## config.mk

```make
export PLATFORM = sky130hd
export DESIGN_NAME = zos_cmp
export DESIGN_NICKNAME = d
export VERILOG_FILES = /design/src/rtl/zos_cmp.sv
export SDC_FILE = /design/constraint.sdc
export NUM_CORES = 1
export LEC_CHECK = 0
export ABC_CLOCK_PERIOD_IN_PS = 8600
export BUFFER_PORTS_ARGS = -buffer_cell sky130_fd_sc_hd__buf_2
export CORE_UTILIZATION = 40
export DETAILED_ROUTE_END_ITERATION = 10
export GPL_ROUTABILITY_DRIVEN = 0
export PLACE_DENSITY = 0.76
export SYNTH_ARGS = -nofsm -noshare
export SYNTH_HDL_FRONTEND = slang
export SYNTH_SLANG_ARGS = --single-unit
```

## constraint.sdc

```tcl
create_clock -name vclk -period 8.6
set_input_delay 0.86 -clock vclk [all_inputs]
set_output_delay 0.86 -clock vclk [all_outputs]
set_load 0.02 [all_outputs]
```

## src/rtl/zos_cmp.sv

```systemverilog
// Morton order comparator: true when point p strictly precedes point q.
module zos_cmp #(
    parameter int COORD_BITS = 10
) (
    input  logic [3*COORD_BITS-1:0] i_p,
    input  logic [3*COORD_BITS-1:0] i_q,
    output logic                    o_less
);

    logic [COORD_BITS-1:0] d    [3];
    logic [COORD_BITS-1:0] best [4];
    logic [1:0]            axis [4];
    logic [COORD_BITS-1:0] pc;
    logic [COORD_BITS-1:0] qc;

    always_comb begin
        for (int k = 0; k < 3; k++) begin
            d[k] = i_p[k*COORD_BITS +: COORD_BITS] ^ i_q[k*COORD_BITS +: COORD_BITS];
        end
        best[0] = '0;
        axis[0] = 2'd0;
        // keep the axis whose difference has the highest set bit, first wins ties
        for (int k = 0; k < 3; k++) begin
            if (best[k] < d[k] && best[k] < (best[k] ^ d[k])) begin
                best[k+1] = d[k];
                axis[k+1] = 2'(k);
            end else begin
                best[k+1] = best[k];
                axis[k+1] = axis[k];
            end
        end
        case (axis[3])
            2'd1:    begin pc = i_p[COORD_BITS +: COORD_BITS];   qc = i_q[COORD_BITS +: COORD_BITS];   end
            2'd2:    begin pc = i_p[2*COORD_BITS +: COORD_BITS]; qc = i_q[2*COORD_BITS +: COORD_BITS]; end
            default: begin pc = i_p[COORD_BITS-1:0];             qc = i_q[COORD_BITS-1:0];             end
        endcase
        o_less = pc < qc;
    end

endmodule

```

### After elaboration in Yosys (flattened, before gate mapping)

Cells that the tools add are included.

* memories: 0
* latch bits: 0
* input bits: 60
* ROM bits: 0
* output and inout port bits: 1
* register bits after elaboration: 0
* memory bits (writable): 0
* word-level logic and storage cells: 21

* reduce and logical (&&, ||, !) cells: 2
* shift-type cells: 0
* mux-type cells: 6
* eq/ne operators: 2
* bitwise operators: 5
* add/subtract/negate cells: 0
* order comparisons: 6
* multiply operators: 0
* div/mod/pow operators: 0

Operator list (count)
* $lt 10x10->1: 5
* $xor 10x10->10: 5
* $pmux 10 s2: 2
* $mux 10: 2
* $lt 1x10->1 const A: 1
* $eq 2x1->1 const B: 1
* $eq 2x2->1 const B: 1
* $logic_and 1x1->1: 2
* $mux 2: 1
* $mux 1: 1

### Depth between registers and ports, before layout

* depth in word-level cells: 14
* mapped depth: 34

### Worst setup path after synthesis

OpenSTA, ideal clock, no wires.

* path kind: input-to-output
* start point: input i_q[19]
* end point: output o_less
* buffers on the path: 4
* arrival: 7.081 ns
* slack: 0.659 ns
* cell stages on the path: 34
* data required time: 7.740 ns
* cell sequence: xor2_2 inv_1 ha_1 nor2b_1 a221oi_4 o311ai_2 a311oi_4 and2_1 buf_2 buf_2 buf_2 nor2_1 a21oi_1 ha_1 a21oi_1 o21bai_1 a21oi_1 o21ai_0 o211ai_1 nand3_1 a211o_2 nor2_8 buf_12 mux2_4 ha_1 a21o_1 a21o_1 a21o_1 a21o_1 a21oi_1 nor2_1 a211oi_1 o311ai_0 o21ai_0

* word-level cells in the longest chain between the ends: 12
* elaborated cells between the ends (all ways): 17

RTL lines
* start: declaration: line 6 `input logic [3*COORD_BITS-1:0] i_q,`
* $xor 10x10->10: line 18 `d[k] = i_p[k*COORD_BITS +: COORD_BITS] ^ i_q[k*COORD_BITS +: COORD_BITS];`
* $xor 10x10->10: line 24 `if (best[k] < d[k] && best[k] < (best[k] ^ d[k])) begin`
* $lt 10x10->1: line 24
* $logic_and 1x1->1: line 24
* $mux 10: line 24
* $xor 10x10->10: line 24
* $lt 10x10->1: line 24
* $logic_and 1x1->1: line 24
* $mux 2: line 24
* $eq 2x2->1 or $eq 2x1->1 (tied branches): line 32 `case (axis[3])`
* $pmux 10 s2: line 32
* $lt 10x10->1 (*): line 37 `o_less = pc < qc;`
* end: declaration: line 7 `output logic o_less`

Every way passes the cells marked *; elsewhere a longest branch is shown, timed or not.

### Final worst setup path

Same ends and word-level chain as after synthesis.

==> results_tabular.tex <==
\begin{tabular}{lr}
\hline
Metric & Value \\
\hline
\multicolumn{2}{l}{\textbf{Power}} \\
\quad IR Drop Worst-Case VDD & 0.000124 V \\
\quad NetSw & 0.183 mW \\
\quad Comb pwr share & 100.0\% \\
\quad Standby leakage power & 1.13 nW \\
\quad Power per cell area & 146 nW/um\^{}2 \\
\quad Proportion of total power due to net switching & 52.9\% \\
\quad Internal Pwr Total & 0.162 mW \\
\quad Sequential share of power & 0\% \\
\quad Clock share of power & 0\% \\
\multicolumn{2}{l}{\textbf{Worst hold path}} \\
\quad Class of the most critical hold timing path & in2out \\
\quad Hold Path Depth & 5 \\
\quad Hold path startpoint & i\_q[0] \\
\quad Sink of the worst hold path & o\_less \\
\multicolumn{2}{l}{\textbf{Logic synthesis}} \\
\quad Part of the Yosys area used for sequential elements & 0\% \\
\quad Cell with the most instances after synthesis & ha\_1 \\
\quad Synth warnings & 0 \\
\quad Cell area after synthesis & 1990 um\^{}2 \\
\quad Gate Count Post-Synth & 229 \\
\quad Yosys cell types & 49 \\
\quad Nets in the synthesized netlist & 324 \\
\quad Top-area cell type share of the netlist area & 22.0\% \\
\quad Post-Synthesis Mean Instance Area & 8.68 um\^{}2 \\
\quad Cell taking the most area after synthesis & ha\_1 \\
\quad Biggest area contributors in the synthesized netlist & ha\_1 (22\%), mux2\_2 (15\%), mux2i\_1 (7.6\%) \\
\quad Commonest cells post-synth & ha\_1 (35), mux2\_2 (26), inv\_1 (18) \\
\multicolumn{2}{l}{\textbf{STA}} \\
\quad Share of the cycle needed by the critical path after routing & 93.2\% \\
\quad Total count of hold-check failures in the final report & 0 \\
\quad Relative slew slack & 69.9\% \\
\quad Worst Slack Setup Final & 0.581 ns \\
\quad Transition time at the pin with the least slew margin & 0.447 ns \\
\quad Max-slew violation count & 0 \\
\quad Summed negative setup slack over all endpoints & 0 ns \\
\quad Final-report setup violation count & 0 \\
\quad RSZ-0062 raised after global routing & false \\
\quad Worst hold slack & 2.32 ns \\
\quad Final Critical Period & 8.02 ns \\
\quad Highest Clock Rate & 0.125 GHz \\
\multicolumn{2}{l}{\textbf{Die}} \\
\quad Initial core utilization & 41.8\% \\
\quad Height of the die & 72.5 um \\
\quad Die width & 72.5 um \\
\quad Number of I/O pins & 61 \\
\quad Total core area & 4750 um\^{}2 \\
\quad Die footprint & 5250 um\^{}2 \\
\quad Count of standard-cell rows & 25 \\
\multicolumn{2}{l}{\textbf{Layout}} \\
\quad Growth of design area from synthesis to finish & 18.5\% \\
\quad Number of standard cells in the final layout excluding fillers & 354 \\
\quad Area taken by flip-flops and latches & 0 um\^{}2 \\
\quad Fraction of layout cells with a size suffix above 1 & 36.9\% \\
\quad Seq cells & 0 \\
\quad Number of fill cells & 462 \\
\quad Count of clock buffers in the final design & 0 \\
\quad Multi-input combinational cell area & 1880 um\^{}2 \\
\quad Utilization after layout & 49.5\% \\
\quad Net count reported at finish & 384 \\
\quad Number of diodes added for antenna fixing & 0 \\
\multicolumn{2}{l}{\textbf{Drt}} \\
\quad DR DRC count & 0 \\
\quad Post-Route WL & 5.02 mm \\
\quad Number of nets still failing antenna checks after routing & 0 \\
\quad Number of detailed-route iterations in the first pass & 4 \\
\quad Via count & 1904 \\
\quad Post-DR vias/cell & 5.38 \\
\quad Detail-routed net length per standard cell & 14.2 um \\
\quad Number of DRC violations after detailed-routing iteration 0 & 73 \\
\multicolumn{2}{l}{\textbf{Critical path}} \\
\quad Most used cell along the critical path & a21o\_1 \\
\quad Crit path kind & in2out \\
\quad CP max stage cell & a311oi\_4 \\
\quad CP startpoint & i\_q[19] \\
\quad Dominant delay contributor by cell family on the critical path & compound AO/OA/AOI/OAI gates \\
\quad Worst path bufs/invs & 3 \\
\quad Kind of end point of the critical path & output pin \\
\quad WP data required & 7.74 ns \\
\quad Startpoint kind of the worst setup timing path & input port \\
\quad CP Data Arrival Time & 7.16 ns \\
\quad Largest fanout on the critical path & 23 \\
\quad Max incr delay on CP & 0.38 ns \\
\multicolumn{2}{l}{\textbf{Global route}} \\
\quad Maximum number of pins on one net before global-route repair & 24 \\
\quad Overall Global Routing Usage & 19.7\% \\
\quad First-pass GRT wire length & 8.49 mm \\
\quad Initial antenna violation count & 0 \\
\quad Vias in the first global route & 1974 \\
\quad Overflow left after global routing & 0 \\
\multicolumn{2}{l}{\textbf{Placed design}} \\
\quad Total instance count after detailed placement & 354 \\
\quad Worst-case setup slack after placement & 0.370 ns \\
\quad IO Port Bufs & 61 \\
\quad Placed wire-length estimate & 4.47 mm \\
\multicolumn{2}{l}{\textbf{Run}} \\
\quad \# Max-Cap Violations & 0 \\
\multicolumn{2}{l}{\textbf{Outcome}} \\
\quad Outcome & completed \\
\multicolumn{2}{l}{\textbf{Clock tree}} \\
\quad Count of hold buffers inserted by post-cts repair & 0 \\
\hline
\end{tabular}
-- stage by stage --
step	instance area, um^2	total power, mW
global route	2350	0.380
global placement	2350	0.332
detailed placement	2350	0.338
floorplan	1990	0.263
finish	2350	0.345
CTS	2350	0.340
-- kinds of logic (layout without fill, tap and decap cells) --
| kind of cell | Yosys count | in the layout | synth area share [%] |
|---|---|---|---|
| buf+inv | 23 | 81 | 5.35 |
| simple gates | 49 | 49 | 13.5 |
| fa+ha+maj | 35 | 35 | 22.0 |
| compound gates | 49 | 49 | 19.2 |
| mux | 43 | 43 | 23.8 |
| xor+xnor | 30 | 30 | 16.1 |
-- layout by cell type (no fill, tap or decap), types with 5 or more instances in the layout --
cell type / synthesis / routed
a21oi_1: 15 / 15
o21ai_0: 8 / 8
xor2_1: 15 / 15
buf_2: 3 / 61
nor2b_1: 5 / 5
ha_1: 35 / 35
nor2_1: 17 / 17
mux2i_1: 15 / 15
inv_1: 18 / 18
nand2_1: 6 / 6
xnor2_1: 9 / 9
a21o_1: 5 / 5
mux2_2: 26 / 26
-- metal layers --
metal,vias to the layer above,track usage (%),wire length (um)
met5,-,0,0
met4,0,5.45,104
met3,14,1.39,152
met2,50,35.4,2580
met1,885,25.2,2180
li1,955,-,-
-- worst max path at each step --
stage / to / cells after the start
after CTS: o_less / 29
after detailed placement: o_less / 30
final: o_less / 30
after global placement: o_less / 29
after global routing: o_less / 30
after floorplan: o_less / 34
-- power groups by stage --
stage	clock network (mW)	logic, mW	registers, mW
2_1_floorplan	0	0.263	0
3_3_place_gp	0	0.332	0
3_5_place_dp	0	0.338	0
4_1_cts	0	0.340	0
5_1_grt	0	0.380	0
6_report	0	0.345	0
-- cell type report --
| type | instances | area share, % |
|---|---|---|
| multi-input cells | 206 | 80.0 |
| repair buffers | 63 | 13.6 |
| well taps | 67 | 3.56 |
| inverters | 18 | 2.87 |
-- timing repair --
item | CTS | global route
setup endpoints to repair | 0 | 1
gates resized for setup | 0 | 2
buffers inserted | 0 | 0
No activity file was read; power rests on OpenSTA's default activity.
