File: config.mk
export PLATFORM = sky130hd
export DESIGN_NAME = zos_ram
export DESIGN_NICKNAME = d
export VERILOG_FILES = /design/src/rtl/zos_ram.sv
export SDC_FILE = /design/constraint.sdc
export NUM_CORES = 1
export LEC_CHECK = 0
export ABC_AREA = 1
export BUFFER_PORTS_ARGS = -buffer_cell sky130_fd_sc_hd__clkbuf_2
export CAP_MARGIN = 30
export CORE_ASPECT_RATIO = 1.4
export CORE_MARGIN = 1.5
export CORE_UTILIZATION = 40
export DETAILED_ROUTE_END_ITERATION = 10
export PLACE_DENSITY_LB_ADDON = 0.25
export SKIP_LAST_GASP = 1
export SLEW_MARGIN = 20
export SYNTH_ARGS = -nofsm -noshare
export SYNTH_HDL_FRONTEND = slang
export SYNTH_SLANG_ARGS = --single-unit
File: constraint.sdc
create_clock -name i_clk -period 1.5 [get_ports i_clk]
set_clock_uncertainty 0.1 [all_clocks]
set_input_delay 0.075 -clock i_clk [delete_from_list [all_inputs] [get_ports i_clk]]
set_output_delay 0.075 -clock i_clk [all_outputs]
set_load 0.02 [all_outputs]
File: src/rtl/zos_ram.sv
// Generic single-write, single-read RAM with registered read data.
module zos_ram #(
    parameter int WIDTH = 8,
    parameter int DEPTH = 16
) (
    input  logic                     i_clk,
    input  logic                     i_we,
    input  logic [$clog2(DEPTH)-1:0] i_waddr,
    input  logic [WIDTH-1:0]         i_wdata,
    input  logic [$clog2(DEPTH)-1:0] i_raddr,
    output logic [WIDTH-1:0]         o_rdata
);

    logic [WIDTH-1:0] r_mem [DEPTH];
    logic [WIDTH-1:0] r_rdata;

    always_ff @(posedge i_clk) begin
        if (i_we) begin
            r_mem[i_waddr] <= i_wdata;
        end
        r_rdata <= r_mem[i_raddr];
    end

    assign o_rdata = r_rdata;

endmodule

* Word level (Yosys, flattened, before mapping)
Memory sizes are Yosys's and may differ from the RTL's. A register that Yosys moved wholly into a read port is not among the register bits.
Index checks and enable logic that the tools add are counted.
** Cells by class
- Add/subtract/negate cells :: 0
- Multipliers :: 0
- Divide/modulo/power cells :: 0
- Order comparisons :: 0
- Eq/ne operators :: 0
- Shifts and indexed selects :: 0
- Multiplexer cells :: 2
- Bitwise operators :: 0
- Reduce and logical (&&, ||, !) cells :: 0
** Operator list (number)
- two-way mux 1 bit :: 2
** Word-level totals
- Register bits after elaboration :: 0
- Bits in latches :: 0
- Bits in writable memories :: 128
- ROM bits :: 0
- Input port bits :: 18
- Memories kept :: 1
** Memory list
- r_mem :: depth 16, width 8, rd ports 1, clocked after memory_dff 1, wr ports 1, RTL line 14 : logic [WIDTH-1:0] r_mem [DEPTH];

* Logic depth before layout (Yosys ltp)
Gate-level depths: netlist of run 1.
- Word-level depth :: 2
- Depth in mapped cells :: 8
- Depth with buffers taken out :: 7

* Worst setup path after synthesis of run 1
OpenSTA, ideal clock, no wires.
- Path type :: input to register
- From :: input i_waddr[2]
- To :: memory r_mem[10][0], enable pin
- Arrival :: 0.656 ns
- Data required time :: 1.030 ns
- Path slack :: 0.374 ns
- Cell stages on the path :: 2
- Path buffers :: 0
- Cells stage by stage :: nand3b_1 > nor2_1
** RTL lines
- start, declared :: RTL line 8 : input logic [$clog2(DEPTH)-1:0] i_waddr,
- end, declared :: RTL line 14
Straight into the memory's write port.

==> flow_metrics.env, run 1 <==
export IMPL_leakagePower_nw=2.95
export IMPL_synth_area_sq_um=5770
export IMPL_die_area_sq_um=15200
export IMPL_hpwlAfterDp_mm=8.40
export IMPL_power_density_nw_per_um2=1290
export IMPL_cts_tree="yes"
export IMPL_final_core_util_pct=48.4
export IMPL_cp_start_kind="register"
export IMPL_clockBufferDepth=2
export IMPL_ys_seq_area_share_pct=69.4
export IMPL_seq_power_share_pct=49.0
export IMPL_drc=0
export IMPL_die_h_microns=145
export IMPL_p_clk_share_pct=44.5
export IMPL_fp_dieW_microns=104
export IMPL_htreeDepth=4
export IMPL_coreArea_sq_um=14000
export IMPL_worstHoldStart="i_wdata[7]"
export IMPL_cp_required_ns=1.70
export IMPL_power_total_mw=8.73
export IMPL_via_count=3838
export IMPL_startpoint="r_mem[7][3]$_DFFE_PP_"
export IMPL_regArea_sq_um=4000
export IMPL_worstReg2RegStart="r_mem[7][3]$_DFFE_PP_"
export IMPL_layout_worst_path_cycle_share_pct=74.7
export IMPL_clock_latency_ns=0.41
export IMPL_drv_cap=0
export IMPL_initial_core_util_pct=41.3
export IMPL_path_delay_family="simple AND/OR/NAND/NOR gates"
export IMPL_cts_root_buf="clkbuf_16"
export IMPL_fmax_mhz=893
export IMPL_grt_pass1_vias=3722
export IMPL_clkTransAtPathRegs_ns=0.05
export IMPL_yosysWarningCount=0
export IMPL_nFillCells=1264
export IMPL_nets=617
export IMPL_synth_cell_types=12
export IMPL_grt_pass1_wl_mm=20.5
export IMPL_crit_top_cell="nand3_1"
export IMPL_synth_cells=551
export IMPL_antenna_found_initial=0
export IMPL_slowest_delay_ns=0.36
export IMPL_io_buffers=25
export IMPL_antenna_left=0
export IMPL_wl_per_cell_microns=16.5
export IMPL_tightest_slew_ns=0.421
export IMPL_sw_frac_of_total_pct=21.8
export IMPL_synth_area_per_cell_sq_um=10.5
export IMPL_synth_net_count=569
export IMPL_gp_congestion=0.881
export IMPL_end_kind="register"
export IMPL_cts_resized=0
export IMPL_hold_class="in -> reg"
export IMPL_drt_iter0_markers=268
export IMPL_rsz0062_at_grt="false"
export IMPL_final_max_slew_viol_count=0
export IMPL_routed_wl_mm=13.2
export IMPL_grt_max_degree=35
export IMPL_setup_violations_final=0
export IMPL_hold_viol=0
export IMPL_min_period_ns=1.12
export IMPL_cp_slowest_cell="edfxtp_1"
export IMPL_cp_buffers_inverters=1
export IMPL_p_switching_mw=1.90
export IMPL_diodes=0
export IMPL_cts_buffers=17
export IMPL_internal_power_mw=6.83
export IMPL_grt_usage_pct=18.4
export IMPL_dr_pass1_iters=5
export IMPL_multi_input_area_sq_um=1210
export IMPL_clkSinkCount=136
export IMPL_final_layout_size_suffix_gt1_share_pct=13.4
export IMPL_ir_drop_mv=0.998
export IMPL_path_cells="inv_1 > nand2_1 > nand3_1 > nand3_1 > nand3_1 > nand2_1"
export IMPL_cp_arrival_ns=1.32
export IMPL_synth_seq_cells=136
export IMPL_finalSetupTns_ns=0
export IMPL_slew_headroom_pct=71.9
export IMPL_rows=51
export IMPL_vias_per_cell=4.82
export IMPL_postCtsSetupBuffers=0
export IMPL_area_delta_synth_final_pct=17.4
export IMPL_path_class="reg -> reg"
export IMPL_grt_ovfl_total=0
export IMPL_io_pins=26
export IMPL_cp_max_fo=1
export IMPL_status="finished, final reports clean"
export IMPL_combPwrFrac_pct=6.5
## placed cells by master, fill, tap and decap left out
cell type,netlist,routed
buf_12,0,3
buf_4,4,24
bufinv_16,0,2
clkbuf_16,0,17
clkbuf_2,0,25
clkinv_1,0,4
clkinv_2,0,4
clkinv_4,0,3
clkinvlp_4,0,2
dfxtp_1,8,8
dlygate4sd3_1,0,1
edfxtp_1,128,128
inv_1,100,100
inv_2,2,2
nand2_1,173,173
nand3_1,97,97
nand3b_1,2,2
nor2_1,17,17
## cell type report
class                           instances  share of cell area, %
Sequential cell                       136                   59.1
Clock inverter                         15                   2.01
Clock buffer                           17                   6.28
Timing Repair Buffer                   53                   5.55
Inverter                              102                   5.66
Multi-Input combinational cell        289                   17.9
Tap cell                              185                   3.42
## metal layers
| layer | vias to the layer above | routed length (microns) | global-route usage [%] | share of wire, % |
|---|---|---|---|---|
| li1 | 1870 | - | - | - |
| met1 | 1833 | 5280 | 22.0 | 40 |
| met2 | 112 | 6900 | 31.8 | 52 |
| met3 | 23 | 609 | 3.82 | 4.6 |
| met4 | 0 | 369 | 8.19 | 2.8 |
| met5 | - | 0 | 0 | 0 |
## per-stage QoR
stage	worst slack, ns	cell area [sq um]	instances	hold WS, ns
after detailed placement	0.204	6200	764	0.358
final	0.380	6770	797	0.0626
after global placement	0.221	6200	764	0.364
after floorplan	0.374	5770	551	0.0739
after global routing	0.287	6770	797	0.0573
after CTS	0.355	6770	797	0.0558
## final timing paths
| path | slack (ns) | endpoint | cells after the start |
|---|---|---|---|
| worst max-delay path | 0.38 | o_rdata[3]$_DFF_P_ | 6 |
| worst max register to register | 0.38 | o_rdata[3]$_DFF_P_ | 6 |
| worst min register to register | 0.57 | o_rdata[6]$_DFF_P_ | 6 |
| worst min-delay path | 0.06 | r_mem[14][7]$_DFFE_PP_ | 1 |
## repair_timing
action / in CTS / in global routing
setup endpoints to repair: 0 / 0
hold buffers: 1 / 0
endpoints found under the hold margin: 8 / 0
## cell families after synthesis
family | after synthesis | share of synthesized area (%)
DFF | 136 | 69.4
buffers and inverters | 126 | 9.52
and+or+nand+nor | 289 | 21.0
## cell usage after synthesis
library cell	number	area [sq um]
nand2_1	173	649
edfxtp_1	128	3840
inv_1	100	375
nand3_1	97	485
nor2_1	17	63.8
buf_2	13	65.1
dfxtp_1	8	160
buf_6	6	67.6
buf_4	4	30.0
inv_2	2	7.51
nand3b_1	2	15.0
buf_1	1	3.75
## flip-flops by register name (all words and copies together), names as in the netlist
signal   count
r_mem      128
o_rdata      8
## power groups by stage
stage,clock [mW],combinational [mW],sequential (mW)
after floorplan,0,0.300,4.38
after global placement,0,0.561,4.36
after detailed placement,0,0.566,4.36
after CTS,3.94,0.571,4.28
after global routing,4.09,0.627,4.29
final,3.88,0.567,4.28
Power figures use the tool's default switching activity.
==> inputs of run 2 (changes only) <==
==> constraint.sdc (replaced) <==
create_clock -name i_clk -period 0.9 [get_ports i_clk]
set_clock_uncertainty 0.1 [all_clocks]
set_input_delay 0.045 -clock i_clk [delete_from_list [all_inputs] [get_ports i_clk]]
set_output_delay 0.045 -clock i_clk [all_outputs]
set_load 0.02 [all_outputs]
==> run 2 against run 1 <==
Compared with the run above:
- the run now ends with setup timing left
- non-clock buffer count increased by 9
- clock-buffer cell count is 3 higher
- global-route usage is 0.56 points lower
- final area rose by 10%
- final cell count up 1.1%
- wire length shrank 3.0%
- utilization increased by 4.9 points
- critical path depth unchanged
- via count increased by 0.13%
- combinational power up 110%
- power increased by 79%
- largest power group is now clock
==> flow_metrics.env, run 2 (synthesis gave the netlist of run 1 again) <==
export IMPL_diodes=0
export IMPL_nets=626
export IMPL_htreeDepth=4
export IMPL_leakagePower_nw=3.18
export IMPL_cp_arrival_ns=1.25
export IMPL_post_dp_cell_area_sq_um=6500
export IMPL_wl_per_cell_microns=15.8
export IMPL_cp_start_kind="register"
export IMPL_seq_power_share_pct=45.8
export IMPL_dp_cells=773
export IMPL_internal_power_mw=12.3
export IMPL_cts_buffers=17
export IMPL_cp_buffers_inverters=1
export IMPL_p_clk_share_pct=46.5
export IMPL_setup_violations_final=16
export IMPL_combPwrFrac_pct=7.7
export IMPL_min_path_cells=1
export IMPL_rsz0062_at_grt="true"
export IMPL_io_buffers=25
export IMPL_rows=51
export IMPL_drc=0
export IMPL_grt_pass1_vias=3900
export IMPL_final_max_slew_viol_count=0
export IMPL_regToRegEndpoint="o_rdata[3]$_DFF_P_"
export IMPL_min_to="r_mem[6][2]$_DFFE_PP_"
export IMPL_die_h_microns=145
export IMPL_p_switching_mw=3.26
export IMPL_fin_cells=806
export IMPL_path_cells="inv_1 > nand2_1 > nand3_1 > nand3_1 > nand3_1 > nand2_1"
export IMPL_clock_latency_ns=0.41
export IMPL_coreArea_sq_um=14000
export IMPL_power_density_nw_per_um2=2090
export IMPL_end_kind="register"
export IMPL_violations="setup timing"
export IMPL_layout_worst_path_cycle_share_pct=118
export IMPL_pre_cts_slack_ns=-0.316
export IMPL_grt_usage_pct=17.9
export IMPL_cp_slowest_cell="edfxtp_1"
export IMPL_cp_max_fo=1
export IMPL_crit_top_cell="nand3_1"
export IMPL_tightest_slew_ns=0.473
export IMPL_hpwlAfterDp_mm=8.25
export IMPL_worst_path_stages=6
export IMPL_via_count=3843
export IMPL_io_pins=26
export IMPL_worstHoldStart="i_wdata[2]"
export IMPL_dr_pass1_iters=5
export IMPL_top_register="r_mem"
export IMPL_rr_worst_depth=6
export IMPL_routed_wl_mm=12.8
export IMPL_drv_cap=0
export IMPL_gp_congestion=0.822
export IMPL_fin_ws_ns=-0.159
export IMPL_cp_required_ns=1.09
export IMPL_status="complete, but fails checks"
export IMPL_grt_ovfl_total=0
export IMPL_fmax_mhz=944
export IMPL_largest_reg_flops=128
export IMPL_grt_max_degree=46
export IMPL_final_core_util_pct=53.3
export IMPL_grt_pass1_wl_mm=20.1
export IMPL_area_delta_synth_final_pct=29.3
export IMPL_slowest_delay_ns=0.37
export IMPL_cts_tree="yes"
export IMPL_ir_drop_mv=1.35
export IMPL_vias_per_cell=4.77
export IMPL_antenna_found_initial=0
export IMPL_initial_core_util_pct=41.3
export IMPL_cts_root_buf="clkbuf_16"
export IMPL_path_class="reg -> reg"
export IMPL_die_area_sq_um=15200
export IMPL_clkSinkCount=136
export IMPL_reg2reg_slack_ns=-0.16
export IMPL_worstReg2RegStart="r_mem[7][3]$_DFFE_PP_"
export IMPL_layout_commonest_cell="nand2_1"
export IMPL_layout_common_cells="nand2_1 (164), edfxtp_1 (128), inv_1 (98)"
export IMPL_hold_class="in -> reg"
export IMPL_power_total_mw=15.6
export IMPL_drt_iter0_markers=223
export IMPL_antenna_left=0
export IMPL_design_area_sq_um=7450
export IMPL_postCtsSetupBuffers=0
export IMPL_path_delay_family="simple AND/OR/NAND/NOR gates"
export IMPL_slew_headroom_pct=68.5
export IMPL_fp_dieW_microns=104
export IMPL_final_layout_size_suffix_gt1_share_pct=27.5
export IMPL_min_period_ns=1.06
export IMPL_clockBufferDepth=2
export IMPL_hold_viol=0
export IMPL_sw_frac_of_total_pct=20.9
export IMPL_clkTransAtPathRegs_ns=0.06
-- run 2: power by group through the flow --
stage | Combinational (mW) | Clock, mW | Sequential (mW)
2_1_floorplan | 0.531 | 0 | 7.30
3_3_place_gp | 1.02 | 0 | 7.25
3_5_place_dp | 1.03 | 0 | 7.25
4_1_cts | 1.15 | 7.34 | 7.13
5_1_grt | 1.31 | 7.61 | 7.16
6_report | 1.20 | 7.25 | 7.15
-- run 2: worst max-delay path by stage --
stage,start,to,slack (ns)
after global placement,i_waddr[2],r_mem[10][7]$_DFFE_PP_,-0.28
after detailed placement,i_waddr[2],r_mem[9][6]$_DFFE_PP_,-0.32
after floorplan,i_waddr[2],r_mem[10][0]$_DFFE_PP_,-0.12
final,r_mem[7][3]$_DFFE_PP_,o_rdata[3]$_DFF_P_,-0.16
after global routing,r_mem[8][3]$_DFFE_PP_,o_rdata[3]$_DFF_P_,-0.22
after CTS,r_mem[4][3]$_DFFE_PP_,o_rdata[3]$_DFF_P_,-0.14
-- run 2: final cells by class --
cell class | count | area, sq um
timing repair buffer | 62 | 661
clock inverter | 12 | 175
sequential | 136 | 4010
fill | 1182 | 6520
tap | 185 | 231
clock buffer | 20 | 457
multi-input combinational | 289 | 1530
inverter | 102 | 383
-- run 2: metal layers --
| metal | routed length, microns | global-route usage [%] |
|---|---|---|
| met2 | 6840 | 31.6 |
| met1 | 5070 | 20.2 |
| met3 | 546 | 3.28 |
| met4 | 299 | 9.51 |
| met5 | 0 | 0 |
-- run 2: repair_timing --
action                     CTS  global route
setup endpoints to repair   16            16
hold endpoints to repair     3             0
resized for setup           46            37
hold buffers                 1             0
pin swaps                   25            20
-- run 2: stage by stage --
stage          hold WS, ns  setup TNS (ns)
6_report           0.00536           -1.72
5_1_grt             0.0250           -2.40
4_1_cts            0.00236           -1.93
3_5_place_dp         0.363          -34.82
3_3_place_gp         0.361          -32.01
2_1_floorplan       0.0439           -7.70
